## src/sv/fpid_pkg.sv

```systemverilog
// Shared types and constants for the fixed-point PID step block.
`default_nettype none
package fpid_pkg;

   // Field widths
   localparam int DATA_W = 16;
   localparam int GAIN_W = 15;
   localparam int ACC_W  = 32;

   // Default fractional bits of the Q format
   localparam int FRAC_BITS_DEF = 14;

   // CSR port geometry: five 32-bit registers at 4-byte spacing
   localparam int CSR_ADDR_W = 5;
   localparam int CSR_DATA_W = 32;

   // Register reset values
   localparam logic [GAIN_W-1:0] KP_RST      = 15'd500;
   localparam logic [GAIN_W-1:0] KI_RST      = 15'd200;
   localparam logic [GAIN_W-1:0] KD_RST      = 15'd200;
   localparam logic [DATA_W-1:0] FLOOR_RST   = 16'd0;
   localparam logic [DATA_W-1:0] CEILING_RST = 16'h1000;

   // Register indexes (byte address / 4)
   typedef enum logic [2:0] {
      REG_KP_GAIN       = 3'd0,
      REG_KI_GAIN       = 3'd1,
      REG_KD_GAIN       = 3'd2,
      REG_DRIVE_FLOOR   = 3'd3,
      REG_DRIVE_CEILING = 3'd4
   } csr_index_type;

   // Configuration handed to the step datapath
   typedef struct packed {
      logic [GAIN_W-1:0] kp_gain;
      logic [GAIN_W-1:0] ki_gain;
      logic [GAIN_W-1:0] kd_gain;
      logic [DATA_W-1:0] drive_floor;
      logic [DATA_W-1:0] drive_ceiling;
   } cfg_type;

   // Controller state read by the datapath
   typedef struct packed {
      logic [ACC_W-1:0]  integral_acc;
      logic [DATA_W-1:0] drive_now;
      logic [DATA_W-1:0] drive_before;
   } state_type;

endpackage
`default_nettype wire

```

## src/sv/fpid_calc.sv

```systemverilog
// Combinational PID step: error, three products, accumulate, shift, clamp, then drive = ceiling - level.
`default_nettype none
module fpid_calc #(
   parameter int FRAC_BITS = fpid_pkg::FRAC_BITS_DEF
) (
   input  fpid_pkg::cfg_type                   cfg,
   input  fpid_pkg::state_type                 state,
   input  logic [fpid_pkg::DATA_W-1:0]         measured,
   input  logic [fpid_pkg::DATA_W-1:0]         target,
   output logic [fpid_pkg::ACC_W-1:0]          integral_next,
   output logic [fpid_pkg::DATA_W-1:0]         drive_next
);
   import fpid_pkg::*;

   logic signed [DATA_W:0]    err;
   logic signed [DATA_W:0]    drive_diff;
   logic signed [ACC_W:0]     p_prod;
   logic signed [ACC_W:0]     i_prod;
   logic signed [ACC_W:0]     d_prod;
   logic signed [ACC_W-1:0]   i_term;
   logic signed [ACC_W-1:0]   acc_new;
   logic signed [ACC_W-1:0]   sum;
   logic signed [ACC_W-1:0]   level_raw;
   logic signed [ACC_W-1:0]   floor_s;
   logic signed [ACC_W-1:0]   ceiling_s;
   logic signed [ACC_W-1:0]   level_lo;
   logic signed [ACC_W-1:0]   level;

   // Signed error and drive difference, 17 bits each
   assign err        = $signed({1'b0, measured}) - $signed({1'b0, target});
   assign drive_diff = $signed({1'b0, state.drive_now}) - $signed({1'b0, state.drive_before});

   // Gains are unsigned; products fit in 33 bits, low 32 kept (wraps as 32-bit)
   assign p_prod = $signed({1'b0, cfg.kp_gain}) * err;
   assign i_prod = $signed({1'b0, cfg.ki_gain}) * err;
   assign d_prod = $signed({1'b0, cfg.kd_gain}) * drive_diff;

   // Integral accumulates the scaled-down ki term
   assign i_term  = $signed(i_prod[ACC_W-1:0]) >>> FRAC_BITS;
   assign acc_new = $signed(state.integral_acc) + i_term;

   // Controller sum, scaled back to integer level
   assign sum       = $signed(p_prod[ACC_W-1:0]) + acc_new + $signed(d_prod[ACC_W-1:0]);
   assign level_raw = sum >>> FRAC_BITS;

   // Clamp: floor test first, then ceiling
   assign floor_s   = $signed({{(ACC_W-DATA_W){1'b0}}, cfg.drive_floor});
   assign ceiling_s = $signed({{(ACC_W-DATA_W){1'b0}}, cfg.drive_ceiling});
   assign level_lo  = (level_raw < floor_s) ? floor_s : level_raw;
   assign level     = (level_lo > ceiling_s) ? ceiling_s : level_lo;

   assign integral_next = acc_new;
   assign drive_next    = cfg.drive_ceiling - level[DATA_W-1:0];

endmodule
`default_nettype wire

```

## src/sv/fixed_point_pid_step.sv

```systemverilog
// Path: a req transaction is captured in the input register, then the result register drives rsp_tvalid.
// Throughput: one transaction per cycle; the whole step is computed combinationally between
// the input register and the result register, gated only by rsp_tready backpressure.
// Reset (synchronous, active high): gains 500/200/200, floor 0, ceiling 4096,
// integral and both drive values cleared, both pipeline stages empty.
`default_nettype none
module fixed_point_pid_step #(
   parameter int FRAC_BITS = fpid_pkg::FRAC_BITS_DEF
) (
   input  logic                                clock,
   input  logic                                reset,
   // Input stream
   input  logic                                req_tvalid,
   output logic                                req_tready,
   input  logic [2*fpid_pkg::DATA_W-1:0]       req_tdata,   // [15:0] measured, [31:16] target
   // Result stream
   output logic                                rsp_tvalid,
   input  logic                                rsp_tready,
   output logic [fpid_pkg::DATA_W-1:0]         rsp_tdata,   // [15:0] drive
   // Configuration port
   input  logic                                csr_psel,
   input  logic                                csr_penable,
   input  logic                                csr_pwrite,
   input  logic [fpid_pkg::CSR_ADDR_W-1:0]     csr_paddr,
   input  logic [fpid_pkg::CSR_DATA_W-1:0]     csr_pwdata,
   output logic [fpid_pkg::CSR_DATA_W-1:0]     csr_prdata,
   output logic                                csr_pready
);
   import fpid_pkg::*;

   cfg_type                 cfg_ff, cfg_in;
   state_type               state_ff, state_in;
   logic                    in_valid_ff, in_valid_in;
   logic [DATA_W-1:0]       measured_ff, target_ff;
   logic                    out_valid_ff, out_valid_in;
   logic [DATA_W-1:0]       drive_ff;
   logic [ACC_W-1:0]        integral_next;
   logic [DATA_W-1:0]       drive_next;
   logic                    out_free;
   logic                    step_fire;
   logic                    req_take;
   logic                    csr_write;
   csr_index_type           csr_index;

   // CSR decode
   assign csr_pready = 1'b1;
   assign csr_write  = csr_psel && csr_penable && csr_pwrite && csr_pready;
   assign csr_index  = csr_index_type'(csr_paddr[CSR_ADDR_W-1:2]);

   always_comb begin
      cfg_in = cfg_ff;
      if (csr_write) begin
         case (csr_index)
            REG_KP_GAIN:       cfg_in.kp_gain       = csr_pwdata[GAIN_W-1:0];
            REG_KI_GAIN:       cfg_in.ki_gain       = csr_pwdata[GAIN_W-1:0];
            REG_KD_GAIN:       cfg_in.kd_gain       = csr_pwdata[GAIN_W-1:0];
            REG_DRIVE_FLOOR:   cfg_in.drive_floor   = csr_pwdata[DATA_W-1:0];
            REG_DRIVE_CEILING: cfg_in.drive_ceiling = csr_pwdata[DATA_W-1:0];
            default: ;
         endcase
      end
   end

   // CSR readback
   always_comb begin
      case (csr_index)
         REG_KP_GAIN:       csr_prdata = {{(CSR_DATA_W-GAIN_W){1'b0}}, cfg_ff.kp_gain};
         REG_KI_GAIN:       csr_prdata = {{(CSR_DATA_W-GAIN_W){1'b0}}, cfg_ff.ki_gain};
         REG_KD_GAIN:       csr_prdata = {{(CSR_DATA_W-GAIN_W){1'b0}}, cfg_ff.kd_gain};
         REG_DRIVE_FLOOR:   csr_prdata = {{(CSR_DATA_W-DATA_W){1'b0}}, cfg_ff.drive_floor};
         REG_DRIVE_CEILING: csr_prdata = {{(CSR_DATA_W-DATA_W){1'b0}}, cfg_ff.drive_ceiling};
         default:           csr_prdata = '0;
      endcase
   end

   // Pipeline flow control: each stage advances when the next one frees up
   assign out_free   = !out_valid_ff || rsp_tready;
   assign step_fire  = in_valid_ff && out_free;
   assign req_tready = !in_valid_ff || out_free;
   assign req_take   = req_tvalid && req_tready;

   assign in_valid_in  = req_take || (in_valid_ff && !step_fire);
   assign out_valid_in = step_fire || (out_valid_ff && !rsp_tready);

   // Step datapath
   fpid_calc #(
      .FRAC_BITS(FRAC_BITS)
   ) u_calc (
      .cfg           (cfg_ff),
      .state         (state_ff),
      .measured      (measured_ff),
      .target        (target_ff),
      .integral_next (integral_next),
      .drive_next    (drive_next)
   );

   // Controller state advances once per completed step
   always_comb begin
      state_in = state_ff;
      if (step_fire) begin
         state_in.integral_acc = integral_next;
         state_in.drive_before = state_ff.drive_now;
         state_in.drive_now    = drive_next;
      end
   end

   // Control and state registers
   always_ff @(posedge clock) begin
      if (reset) begin
         cfg_ff.kp_gain       <= KP_RST;
         cfg_ff.ki_gain       <= KI_RST;
         cfg_ff.kd_gain       <= KD_RST;
         cfg_ff.drive_floor   <= FLOOR_RST;
         cfg_ff.drive_ceiling <= CEILING_RST;
         state_ff             <= '0;
         in_valid_ff          <= 1'b0;
         out_valid_ff         <= 1'b0;
      end else begin
         cfg_ff       <= cfg_in;
         state_ff     <= state_in;
         in_valid_ff  <= in_valid_in;
         out_valid_ff <= out_valid_in;
      end
   end

   // Payload registers
   always_ff @(posedge clock) begin
      if (req_take) begin
         measured_ff <= req_tdata[DATA_W-1:0];
         target_ff   <= req_tdata[2*DATA_W-1:DATA_W];
      end
      if (step_fire) begin
         drive_ff <= drive_next;
      end
   end

   assign rsp_tvalid = out_valid_ff;
   assign rsp_tdata  = drive_ff;

endmodule
`default_nettype wire
```

## config.mk

```make
export PLATFORM = sky130hd
export DESIGN_NAME = fixed_point_pid_step
export DESIGN_NICKNAME = d
export VERILOG_FILES = /design/src/sv/fpid_pkg.sv /design/src/sv/fpid_calc.sv /design/src/sv/fixed_point_pid_step.sv
export SDC_FILE = /design/constraint.sdc
export NUM_CORES = 2
export LEC_CHECK = 0
export ABC_AREA = 1
export BUFFER_PORTS_ARGS = -buffer_cell sky130_fd_sc_hd__buf_2
export CAP_MARGIN = 15
export CELL_PAD_IN_SITES_DETAIL_PLACEMENT = 0
export CELL_PAD_IN_SITES_GLOBAL_PLACEMENT = 2
export CORE_MARGIN = 2
export CORE_UTILIZATION = 29
export CTS_BUF_LIST = sky130_fd_sc_hd__clkbuf_4 sky130_fd_sc_hd__clkbuf_8
export DETAILED_ROUTE_END_ITERATION = 8
export PLACE_DENSITY = 0.66
export SLEW_MARGIN = 10
export SYNTH_ARGS = -nofsm -noshare
export SYNTH_HDL_FRONTEND = slang
export SYNTH_SLANG_ARGS = --single-unit
```

## constraint.sdc

```tcl
create_clock -name clock -period 31.8 [get_ports clock]
set_clock_uncertainty 0.2 [all_clocks]
set_input_delay 3.18 -clock clock [delete_from_list [all_inputs] [get_ports clock]]
set_output_delay 3.18 -clock clock [all_outputs]
set_load 0.02 [all_outputs]
```

==> Yosys cells after proc, flatten, opt, wreduce, memory -nomap -nowiden <==
Cells that the tools add are included.
{ "op_classes": {"mux": 3, "addsub": 6, "n_mul": 3, "order_cmp": 2, "reduce_logical": 20, "eq_ne": 4} }
{ "op_table": {"columns": ["operator", "count"], "rows": [
  ["multiplier 16 x 17 -> 32 bit", 3],
  ["one-hot mux 16 bit (5 select lines)", 1],
  ["adder 32 bit", 2],
  ["subtractor 16 x 16 -> 17 bit", 2],
  ["adder 32 x 18 -> 32 bit", 1],
  ["greater-than comparator 32 x 17 -> 1 bit", 1],
  ["two-way mux 32 bit", 1],
  ["< comparator 18 x 17 -> 1 bit", 1],
  ["two-way mux 16 bit", 1],
  ["subtractor 16 bit", 1],
  ["AND reduction 2 bit", 5],
  ["equality test 3 x 2 -> 1 bit (second input constant)", 2],
  ["logical AND 1 bit", 6],
  ["logical NOT 1 bit", 4],
  ["logical OR 1 bit", 4],
  ["equality test 3 x 1 -> 1 bit (second input constant)", 1],
  ["equality test 3 bit (second input constant)", 1],
  ["logical NOT 3 bit", 1]
]} }
{ "totals": {"elab_cells": 51, "ff_bits": 191, "out_inout_bits": 51, "inputBits": 76} }

==> Logic depth before layout (Yosys ltp) <==
{ "depth": {"word_depth": 10, "depth_mapped": 121} }

==> Cells and area by module <==
Synthesis repeated with hierarchy kept, for this count alone.
{ "unflattened": {"cells_unflattened": 5479, "hier_area_um2": 43161.4} }
{ "modules_own_cells": {"columns": ["module", "instances", "seq_area_each_um2", "cells_each", "area_each_um2"], "rows": [
  ["fpid_calc", 1, 0.0, 4527, 35429.0],
  ["fixed_point_pid_step", 1, 4304.1, 952, 7732.4]
]} }

==> Worst setup path before layout <==
OpenSTA, ideal clock, no wires.
{ "synth_path": {"path_type": "reg-to-reg", "from": "register target_ff[0]", "to": "register drive_ff[12], in the netlist rsp_tdata[12] (data pin)", "slack_ps": 13049, "n_path_buf": 4, "stages_incl_launch_ff": 113, "t_required_ps": 31347, "setup_time_ps": 253, "arrival_ps": 18298, "path_cell_list": "edfxtp_1 ha_1 fa_1 inv_1 nand2_1 nand2_1 nand3_1 nand3_2 a21oi_1 or2_2 nand2_1 inv_1 buf_2 nand2_1 fa_1 fa_1 inv_1 fa_1 [... 77 more ...] nand2_2 buf_2 nand2_1 o21ai_0 ha_1 inv_1 fa_1 nand3_1 nand2_1 nand2_1 nand2_1 a21oi_1 o21bai_1 nand2_1 nand2_1 a21oi_1 or2_2 nand2_1"} }
{ "synth_via": {"elab_chain_len": 10} }
{ "synth_rtl": {"columns": ["element", "line_no", "rtl"], "rows": [
  ["start, declared", "fixed_point_pid_step.sv:34", "logic [DATA_W-1:0] measured_ff, target_ff;"],
  ["start signal, assigned", "fixed_point_pid_step.sv:130", "target_ff <= req_tdata[2*DATA_W-1:DATA_W];"],
  ["subtractor 16 x 16 -> 17 bit *", "fpid_calc.sv:30", "assign err = $signed({1'b0, measured}) - $signed({1'b0, target});"],
  ["multiplier 16 x 17 -> 32 bit *", "fpid_calc.sv:35", "assign i_prod = $signed({1'b0, cfg.ki_gain}) * err;"],
  ["adder 32 x 18 -> 32 bit *", "fpid_calc.sv:40", "assign acc_new = $signed(state.integral_acc) + i_term;"],
  ["via integral_next[13]", "fixed_point_pid_step.sv:37", "logic [ACC_W-1:0] integral_next;"],
  ["adder 32 bit * (2 in a row)", "fpid_calc.sv:43", "assign sum = $signed(p_prod[ACC_W-1:0]) + acc_new + $signed(d_prod[ACC_W-1:0]);"],
  ["< comparator 18 x 17 -> 1 bit", "fpid_calc.sv:49", "assign level_lo = (level_raw < floor_s) ? floor_s : level_raw;"],
  ["two-way mux 32 bit *", "fpid_calc.sv:49", null],
  ["greater-than comparator 32 x 17 -> 1 bit", "fpid_calc.sv:50", "assign level = (level_lo > ceiling_s) ? ceiling_s : level_lo;"],
  ["two-way mux 16 bit *", "fpid_calc.sv:50", null],
  ["subtractor 16 bit *", "fpid_calc.sv:53", "assign drive_next = cfg.drive_ceiling - level[DATA_W-1:0];"],
  ["via drive_next[12]", "fixed_point_pid_step.sv:38", "logic [DATA_W-1:0] drive_next;"],
  ["end signal, assigned", "fixed_point_pid_step.sv:133", "drive_ff <= drive_next;"],
  ["end, declared", "fixed_point_pid_step.sv:36", "logic [DATA_W-1:0] drive_ff;"]
]} }
The timed path passes the listed nets; every way through them passes the cells marked *.
A chain may end at the register's enable or synchronous reset.

==> Worst setup path after layout <==
{ "layout_path": {"from": "register target_ff[0]", "to": "register state_ff[30] in the netlist's numbering"} }
{ "layout_via": {"elab_chain_len": 10} }
{ "layout_rtl": {"columns": ["element", "line_no", "rtl"], "rows": [
  ["subtractor 16 x 16 -> 17 bit *", "fpid_calc.sv:30", null],
  ["multiplier 16 x 17 -> 32 bit *", "fpid_calc.sv:35", null],
  ["adder 32 x 18 -> 32 bit *", "fpid_calc.sv:40", null],
  ["via integral_next[13]", "fixed_point_pid_step.sv:37", null],
  ["adder 32 bit * (2 in a row)", "fpid_calc.sv:43", null],
  ["< comparator 18 x 17 -> 1 bit", "fpid_calc.sv:49", null],
  ["two-way mux 32 bit *", "fpid_calc.sv:49", null],
  ["greater-than comparator 32 x 17 -> 1 bit", "fpid_calc.sv:50", null],
  ["two-way mux 16 bit *", "fpid_calc.sv:50", null],
  ["subtractor 16 bit *", "fpid_calc.sv:53", null],
  ["via drive_next[14]", "fixed_point_pid_step.sv:38", null],
  ["end signal, assigned", "fixed_point_pid_step.sv:120", "state_ff <= state_in;"],
  ["end, declared", "fixed_point_pid_step.sv:32", "state_type state_ff, state_in;"]
]} }
Marked as above.

==> flow_summary_export.csv <==
group,metric,value,unit
yosys,syn-instance-count,5206,
layout,area_of_combinational_cells_with_multiple_inputs,31800,sq um
clocking,cts_post_setup_buffers_inserted,0,
detailed_routing,m1WireLength,68500,um
clocking,clock_sink_count,191,
yosys,post_synth_instance_area,42000,sq um
yosys,ys_top_cells_by_area,"sky130_fd_sc_hd__fa_1 (41%), sky130_fd_sc_hd__inv_1 (12%), sky130_fd_sc_hd__ha_1 (9.8%)",
grt,overflow,0,
layout,nNetsFinal,6471,
floorplanning,chipHeight,384,um
yosys,synth_seq_cells,191,
floorplanning,placementRows,139,
layout,layout.cells.most_common_list,"sky130_fd_sc_hd__inv_1 (1,354), sky130_fd_sc_hd__nand2_1 (930), sky130_fd_sc_hd__fa_1 (858), sky130_fd_sc_hd__nor2_1 (446), sky130_fd_sc_hd__ha_1 (329)",
floorplanning,start_util,0.292,
detailed_routing,dr_wl_met3,7250,um
grt,grt_pass1_wl,227000,um
job,cap_violations,0,
clocking,cts-hold-fix-buffers,0,
detailed_routing,drtAntennaViolNets,0,
yosys,ys.warnings.count,0,
floorplanning,coreArea,144000,sq um
detailed_routing,route.vias.total,33000,
layout,layout_commonest_cell,"sky130_fd_sc_hd__inv_1",
worst_setup_path,timing.critical_path.mode_cell,"sky130_fd_sc_hd__nand2_1",
layout,syn_to_final_growth,7.06,%
sta,grt_setup_unrepaired,"false",
grt,grt_antenna_before_repair,10,
worst_setup_path,largest_stage_delay_on_the_critical_path,0.78,ns
clocking,clock_insertion_delay_worst_skew,0.67,ns
sta,period_share,0.757,
placement,portBuffers,91,
layout,drive_gt1_frac,0.0471,
sta,fmaxAchievable,0.0416,GHz
clocking,clock_buffers_created_by_tritoncts,17,
clocking,clock-root-buffer,"sky130_fd_sc_hd__clkbuf_8",
yosys,synth_cell_types,57,
floorplanning,pin_count,127,
placement,dp_hpwl,125000,um
detailed_routing,finalWirelength,150000,um
detailed_routing,detail_route.vias_per_cell,4.62,
outcome,run_status,"completed",
clocking,cts.reportedPaths.clkPinSlew,0.13,ns
hold_path,holdCritPathClass,"reg2reg",
worst_setup_path,timing.critical_path.from_type,"flip-flop",
detailed_routing,drt_pass1_iterations,6,
layout,storage_cell_area,4300,sq um
layout,n_fill_cell,15800,
detailed_routing,topRoutingLayerUsed,"met5",
detailed_routing,average_detailed_routed_wire_length_per_instance,21.0,um
sta,report.final.hold_viol_count,0,
clocking,cts_htree_levels,4,
worst_setup_path,startpoint_to_endpoint_class_of_the_critical_path,"reg2reg",
sta,worst-slew-pin-transition,1.16,ns
clocking,clock_tree_from_tritoncts,"built",
sta,setup_total_negative_slack,0,ns
worst_setup_path,worst-endpoint-arrival,24.45,ns
yosys,synth-seq-area-share,0.103,
sta,timing_max_transition_violations_final,0,
floorplanning,die_extent_in_x,384,um
worst_setup_path,crit_path_end_kind,"flip-flop",
grt,grt_start_max_net_pins,88,
worst_setup_path,path_max_fanout,28,
floorplanning,die_area,148000,sq um
sta,setup-violations-final,0,
grt,global_route.usage.total,0.211,
sta,period_minus_slack,24.07,ns
grt,via_count_of_the_first_global_routing_pass,34400,
yosys,netlist.top_cell.by_area,"sky130_fd_sc_hd__fa_1",
detailed_routing,met2RoutedLength,72300,um
yosys,yosys.area.top_type_share,0.409,
detailed_routing,number_of_drc_markers_after_the_initial_detailed_route_iteration,2136,
worst_setup_path,timing.critical_path.required,32.18,ns
worst_setup_path,critical_path.slowest_cell,"sky130_fd_sc_hd__ha_1",
clocking,cts_repair_resize_count,0,
sta,slew_headroom,0.227,
yosys,post_synth.cell_area_avg,8.06,sq um
clocking,ctsLongestPathBuffers,2,
placement,gpl.final_weighted_congestion,0.900,
detailed_routing,drcViolationCount,0,
[metal layers]
metal / global-route usage / vias up
met5: 0 / -
met4: 0.0357 / 2
met3: 0.0245 / 82
met2: 0.356 / 726
met1: 0.295 / 16800
li1: - / 15400
[worst paths after layout]
| path | cells after the start | start | slack (ns) | to |
|---|---|---|---|---|
| setup / recovery | 95 | target_ff[0] | 7.73 | state_ff[30] |
| hold / removal | 2 | state_ff[14] | 0.27 | state_ff[14] |
| setup reg to reg | 95 | target_ff[0] | 7.73 | state_ff[30] |
| hold reg to reg | 2 | state_ff[14] | 0.27 | state_ff[14] |
[state kept, by name (all words and copies together) (netlist names)]
name         count
measured_ff     16
rsp_tdata       16
rsp_tvalid       1
in_valid_ff      1
target_ff       16
state_ff        64
cfg_ff          77
[worst max-delay path: cells and delay by family, from the launching register on]
kind                       cells  cell delay [ns]
AOI/OAI and AO/OA             18             3.95
xor gates and xnor gates       3             1.21
adders and majority gates     22            10.34
buffers and inverters         17             2.50
DFF                            1             0.39
and+or+nand+nor               35             5.37
[stage by stage]
stage / std cells / utilization / worst slack [ns] / hold slack (ns) / instance area, sq um
2_1_floorplan: 5221 / - / 13.05 / 0.235 / 42000
3_3_place_gp: 7092 / 0.310 / 7.60 / 0.247 / 44500
4_1_cts: 7124 / 0.313 / 7.42 / 0.273 / 44900
6_report: 7127 / 0.313 / 7.73 / 0.268 / 44900
3_5_place_dp: 7092 / 0.310 / 7.54 / 0.255 / 44500
5_1_grt: 7125 / 0.313 / 6.06 / 0.282 / 44900
[cells in the mapped netlist, drive strengths merged]
master and count:
o22ai 17, xor2 51, o211ai 17, o21ai 198
a21boi 5, nor3 25, clkbuf 131, a221oi 8
xnor2 26, o211a 1, a31o 3, nor3b 1
ha 329, o2111ai 2, and2 8, fa 858
nand3 155, nor2 456, o31a 1, o31ai 2
conb 2, o21bai 15, and3 1, nand3b 7
a21oi 240, nand2 941, a21o 18, o21a 4
clkinv 12, edfxtp 48, a31oi 7, inv 1364
nand2b 1, o221ai 11, a211oi 4, nor4 6
dfxtp 143, nand4 12, or2 30, buf 46
[area by class of cell]
class / instances / area share
Antenna cell: 3 / 0.000167
Clock buffer: 17 / 0.00521
Clock inverter: 15 / 0.00429
Inverter: 1376 / 0.115
Multi-Input combinational cell: 3477 / 0.707
Sequential cell: 191 / 0.0958
Tap cell: 1903 / 0.0530
Timing Repair Buffer: 145 / 0.0192
[kinds of logic (layout without fill, tap and decap cells)]
logic type / count (synthesis) / after routing / share of synthesized area
AO/OA/AOI/OAI: 553 / 553 / 0.0735
adder cells (fa/ha/maj): 1187 / 1187 / 0.507
other: 2 / 20 / 0.000179
XOR/XNOR: 77 / 77 / 0.0161
AND/OR/NAND/NOR: 1643 / 1643 / 0.159
buffers and inverters: 1553 / 1553 / 0.142
flip-flops: 191 / 191 / 0.103
Power is left out: the tool's default activity adds up to more than one toggle a clock period on the data nets, which glitch-free logic cannot reach.
